===== src/hdl/stto_pkg.sv =====
// Shared types, widths and constants of the sphere-triangle overlap test.
package stto_pkg;

    // Coordinate format and default fraction width.
    localparam int COORD_W       = 24;
    localparam int FRAC_BITS_DEF = 8;

    // Widths of the exact intermediate values.
    localparam int DW = COORD_W + 1;     // vertex differences
    localparam int PW = 2 * DW + 2;      // dot products
    localparam int NW = 2 * DW + 1;      // normal components
    localparam int QW = 2 * PW + 1;      // determinant and barycentric numerators
    localparam int SW = DW + NW + 2;     // centre offset dotted with the normal

    // Operand slice of the partial-product multipliers.
    localparam int MUL_CHUNK = 26;

    // Radius reset value, 1.0 m in Q8.8.
    localparam logic [15:0] RADIUS_RST = 16'd256;

    // 10^8 / 2^8, the divisor of the 1e-8 thresholds once scaled to the format.
    localparam longint unsigned EPS_DIV = 64'd390625;

    // Contact classification.
    typedef enum logic [1:0] {
        KIND_NONE = 2'd0,
        KIND_FACE = 2'd1,
        KIND_EDGE = 2'd2
    } t_kind;

    // Input transaction: sphere centre and triangle vertices.
    typedef struct packed {
        logic signed [COORD_W-1:0] center_x;
        logic signed [COORD_W-1:0] center_y;
        logic signed [COORD_W-1:0] center_z;
        logic signed [COORD_W-1:0] vertex_a_x;
        logic signed [COORD_W-1:0] vertex_a_y;
        logic signed [COORD_W-1:0] vertex_a_z;
        logic signed [COORD_W-1:0] vertex_b_x;
        logic signed [COORD_W-1:0] vertex_b_y;
        logic signed [COORD_W-1:0] vertex_b_z;
        logic signed [COORD_W-1:0] vertex_c_x;
        logic signed [COORD_W-1:0] vertex_c_y;
        logic signed [COORD_W-1:0] vertex_c_z;
    } t_in;

    // Output transaction.
    typedef struct packed {
        logic  overlap;
        t_kind contact_kind;
    } t_out;

    // Early decisions of one edge test, carried down its pipeline.
    typedef struct packed {
        logic len_tiny;
        logic t_nonpos;
        logic t_past_end;
        logic start_hit;
        logic end_hit;
    } t_edge_flags;

endpackage


===== src/hdl/stto_mul.sv =====
// Signed multiplier built from registered partial products.
module stto_mul #(
    parameter int WA = 32,
    parameter int WB = 32
) (
    input  logic                  i_clk,
    input  logic                  i_en,
    input  logic signed [WA-1:0]  i_a,
    input  logic signed [WB-1:0]  i_b,
    output logic signed [WA+WB-1:0] o_p
);
    import stto_pkg::*;

    localparam int CH  = MUL_CHUNK;
    localparam int NA  = (WA + CH - 1) / CH;
    localparam int NB  = (WB + CH - 1) / CH;
    localparam int FW  = (NA + NB) * CH + 2;
    localparam int PPW = 2 * CH + 2;

    logic signed [NA*CH-1:0] a_ext;
    logic signed [NB*CH-1:0] b_ext;
    logic signed [CH:0]      a_ch [NA];
    logic signed [CH:0]      b_ch [NB];
    logic signed [PPW-1:0]   r_pp [NA][NB];
    logic signed [FW-1:0]    n_row [NA];
    logic signed [FW-1:0]    r_row [NA];
    logic signed [FW-1:0]    n_sum;
    logic signed [WA+WB-1:0] r_p;

    assign a_ext = (NA*CH)'(i_a);
    assign b_ext = (NB*CH)'(i_b);

    // Split the operands: lower slices unsigned, the top slice carries the sign.
    always_comb begin
        for (int i = 0; i < NA; i++) begin
            if (i == NA - 1) begin
                a_ch[i] = {a_ext[NA*CH-1], a_ext[i*CH +: CH]};
            end else begin
                a_ch[i] = {1'b0, a_ext[i*CH +: CH]};
            end
        end
        for (int j = 0; j < NB; j++) begin
            if (j == NB - 1) begin
                b_ch[j] = {b_ext[NB*CH-1], b_ext[j*CH +: CH]};
            end else begin
                b_ch[j] = {1'b0, b_ext[j*CH +: CH]};
            end
        end
    end

    // First level: slice products.
    always_ff @(posedge i_clk) begin
        if (i_en) begin
            for (int i = 0; i < NA; i++) begin
                for (int j = 0; j < NB; j++) begin
                    r_pp[i][j] <= PPW'(a_ch[i] * b_ch[j]);
                end
            end
        end
    end

    // Second level: one row per slice of the first operand.
    always_comb begin
        for (int i = 0; i < NA; i++) begin
            n_row[i] = '0;
            for (int j = 0; j < NB; j++) begin
                n_row[i] = n_row[i] + (FW'(r_pp[i][j]) <<< (j * CH));
            end
        end
    end

    always_ff @(posedge i_clk) begin
        if (i_en) begin
            r_row <= n_row;
        end
    end

    // Third level: rows added into the full product.
    always_comb begin
        n_sum = '0;
        for (int i = 0; i < NA; i++) begin
            n_sum = n_sum + (r_row[i] <<< (i * CH));
        end
    end

    always_ff @(posedge i_clk) begin
        if (i_en) begin
            r_p <= n_sum[WA+WB-1:0];
        end
    end

    assign o_p = r_p;
endmodule


===== config.mk =====
export PLATFORM = sky130hd
export DESIGN_NAME = stto_mul
export DESIGN_NICKNAME = d
export VERILOG_FILES = /design/src/hdl/stto_pkg.sv /design/src/hdl/stto_mul.sv
export SDC_FILE = /design/constraint.sdc
export NUM_CORES = 2
export LEC_CHECK = 0
export BUFFER_PORTS_ARGS = -buffer_cell sky130_fd_sc_hd__buf_2
export CAP_MARGIN = 15
export CELL_PAD_IN_SITES_DETAIL_PLACEMENT = 0
export CELL_PAD_IN_SITES_GLOBAL_PLACEMENT = 2
export CORE_ASPECT_RATIO = 0.8
export CORE_MARGIN = 10
export CORE_UTILIZATION = 39
export DETAILED_ROUTE_END_ITERATION = 8
export PLACE_DENSITY = 0.79
export SYNTH_ARGS = -nofsm -noshare
export SYNTH_HDL_FRONTEND = slang
export SYNTH_SLANG_ARGS = --single-unit

===== constraint.sdc =====
create_clock -name i_clk -period 7 [get_ports i_clk]
set_input_delay 0.35 -clock i_clk [delete_from_list [all_inputs] [get_ports i_clk]]
set_output_delay 0.35 -clock i_clk [all_outputs]
set_load 0.01 [all_outputs]

==> flow_summary_export.csv <==
group,metric,value,unit
floorplanning,die_area,0.132,mm^2
detailed_routing,vias,31600,
timing,fin_ws,235,ps
critical_path,crit_required,7300,ps
timing,worstMarginPinSlew,919,ps
yosys,yosysSeqAreaShare,0.194,
grt,grt_start_max_net_pins,120,
yosys,syn_area_per_cell,9.84,um^2
floorplanning,die_y,327,um
floorplanning,die_w,404,um
yosys,mappedNetlistArea,0.0459,mm^2
timing,fmax,148,MHz
cts,htreeDepth,2,
grt,grt_first_pass_wirelength,190000,um
detailed_routing,drt_iter0_drc,1678,
critical_path,cp_max_fo,6,
yosys,synth-main-ff-cell,"edfxtp_1",
grt,antenna_found_initial,16,
detailed_routing,routedWlPerCell,18.5,um
final_layout,finalInstanceArea,0.0506,mm^2
yosys,synthCells,4666,
yosys,synthArstFlopShare,0,
yosys,ys_seq_elements,296,
place,routabilityCongestion,0.852,
cts,numCtsBuffers,34,
detailed_routing,wirelength,119000,um
cts,cts_buffer_depth,3,
detailed_routing,ant_nets,0,
place,pre_cts_ws,-416,ps
floorplanning,row_count,112,
final_layout,fin_cells,6415,
floorplanning,initial_utilization,0.393,
cts,cts_root_buffer,"clkbuf_16",
critical_path,crit_type,"input port to flop",
place,io_buffers,129,
place,dp_cells,6357,
timing,slew_headroom,0.387,
critical_path,critPathArrivalTime,7070,ps
cts,cts_hold_buf,0,
place,postPlaceCellArea,0.0495,mm^2
critical_path,slowest_delay,560,ps
cts,cts_resized,0,
timing,finalMaxSlewViolations,0,
timing,hold_violations,0,
cts,clkTransAtPathRegs,60,ps
worst_hold_path,hp-class,"input port to flop",
cts,cts_tree,"built",
floorplanning,pin_count,130,
cts,clkSinkCount,296,
detailed_routing,drc_errors,0,
yosys,synthDistinctLibCells,69,
critical_path,cp_common_cell,"fa_1",
cts,clk_latency,580,ps
timing,fin_skew,38.8,ps
timing,timing.hold.ws,209,ps
detailed_routing,via_per_inst,4.92,
timing,period_needed,6760,ps
detailed_routing,drt_pre_antenna_iters,5,
yosys,synth_edf_count,296,
critical_path,slowest_stage,"fa_1",
final_layout,area_growth,10.2,%
critical_path,worstSetupStartpointType,"input port",
floorplanning,core-area,0.117,mm^2
final_layout,nets,6145,
flow_run,drv_cap,0,
timing,setup_viol,0,
grt,gr-total-overflow,0,
place,dpl.hpwl,100000,um
final_layout,layout-drive-gt1-share,0.0905,
cts,post-cts-setup-buffers,0,
timing,period_share,0.966,
grt,track_usage,0.182,
critical_path,cp-end-kind,"flop",
yosys,ys_warn_count,0,
run_status,status,"complete, no violations",
yosys,synth.net_count,5957,
grt,grt_pass1_vias,33200,
-- worst paths after layout --
check / to / from / depth (start not counted) / slack [ps]
min: r_pp[0][53] / i_en / 1 / 210
min reg2reg: r_row[11] / r_pp[1][65] / 0 / 400
max: r_pp[0][104] / i_b[2] / 26 / 240
max reg2reg: r_row[164] / r_pp[0][0] / 13 / 3360
-- routing by layer --
metal / routed length [um] / GRT usage / vias to the layer above
met2: 52600 / 0.285 / 611
li1: - / - / 14900
met4: 2070 / 0.0333 / 10
met1: 58200 / 0.268 / 16000
met5: 62 / 0 / -
met3: 5980 / 0.0252 / 105
-- flip-flops by register name, indices dropped and copies added (netlist names) --
register and count:
r_row 102, o_p 64, r_pp 130
-- placed cells by master (no fill, tap or decap), drive strengths merged, types with 9 or more instances in the layout --
master	n
inv	890
fa	797
nand2	615
and2	435
ha	428
buf	364
edfxtp	296
a21oi	179
xnor2	120
o21ai	92
a21o	86
nand2b	81
nor2	80
xor2	58
clkbuf	37
o21bai	34
nand4	29
nor2b	28
nand3	23
nor3	23
o21a	22
a211oi	16
and3	13
clkinv	13
or3	11
and4	9
-- per-stage QoR --
step / utilization / TNS, ps
floorplan: - / 0
global placement: 0.424 / -3590
detailed placement: 0.424 / -4340
CTS: 0.433 / 0
global route: 0.433 / -8.07
finish: 0.433 / 0
-- cell families after synthesis --
kind of cell    synth area share
simple gates               0.147
fa+ha+maj                  0.464
buf+inv                   0.0901
compound gates            0.0709
flops                      0.194
xor+xnor                  0.0340
-- synth_stat cells (all sizes together), types with 9 or more instances --
| master | count | area share |
|---|---|---|
| o21ai | 92 | 0.010 |
| nor2 | 80 | 0.0065 |
| ha | 428 | 0.12 |
| nand4 | 29 | 0.0041 |
| clkbuf | 211 | 0.017 |
| and2 | 435 | 0.059 |
| o21a | 22 | 0.0036 |
| nand2b | 81 | 0.011 |
| o21bai | 34 | 0.0056 |
| nor2b | 28 | 0.0038 |
| a21oi | 179 | 0.020 |
| xnor2 | 120 | 0.023 |
| or3 | 11 | 0.0015 |
| xor2 | 58 | 0.011 |
| a21o | 86 | 0.014 |
| edfxtp | 296 | 0.19 |
| and4 | 9 | 0.0017 |
| a211oi | 16 | 0.0028 |
| nand2 | 615 | 0.050 |
| inv | 888 | 0.073 |
| and3 | 13 | 0.0019 |
| nor3 | 23 | 0.0025 |
| fa | 797 | 0.35 |
| nand3 | 23 | 0.0025 |
-- critical path: cells and delay by family --
family,cells,cell delay (ps)
xor gates and xnor gates,1,100
adders and majority gates,8,3830
buffers and inverters,7,700
AOI/OAI and AO/OA,6,1440
and+or+nand+nor,4,630
-- area by class of cell --
type / count / area [um^2]
clock inverters: 21 / 210
fillers: 11500 / 66100
inverters: 888 / 3330
multi-input cells: 3269 / 32900
flip-flops and latches: 296 / 8890
well taps: 1539 / 1930
clock buffers: 36 / 858
repair buffers: 365 / 2470
diodes: 1 / 2.50
Power is left out: the tool's default activity adds up to more than one toggle a clock period on the data nets, which glitch-free logic cannot reach.
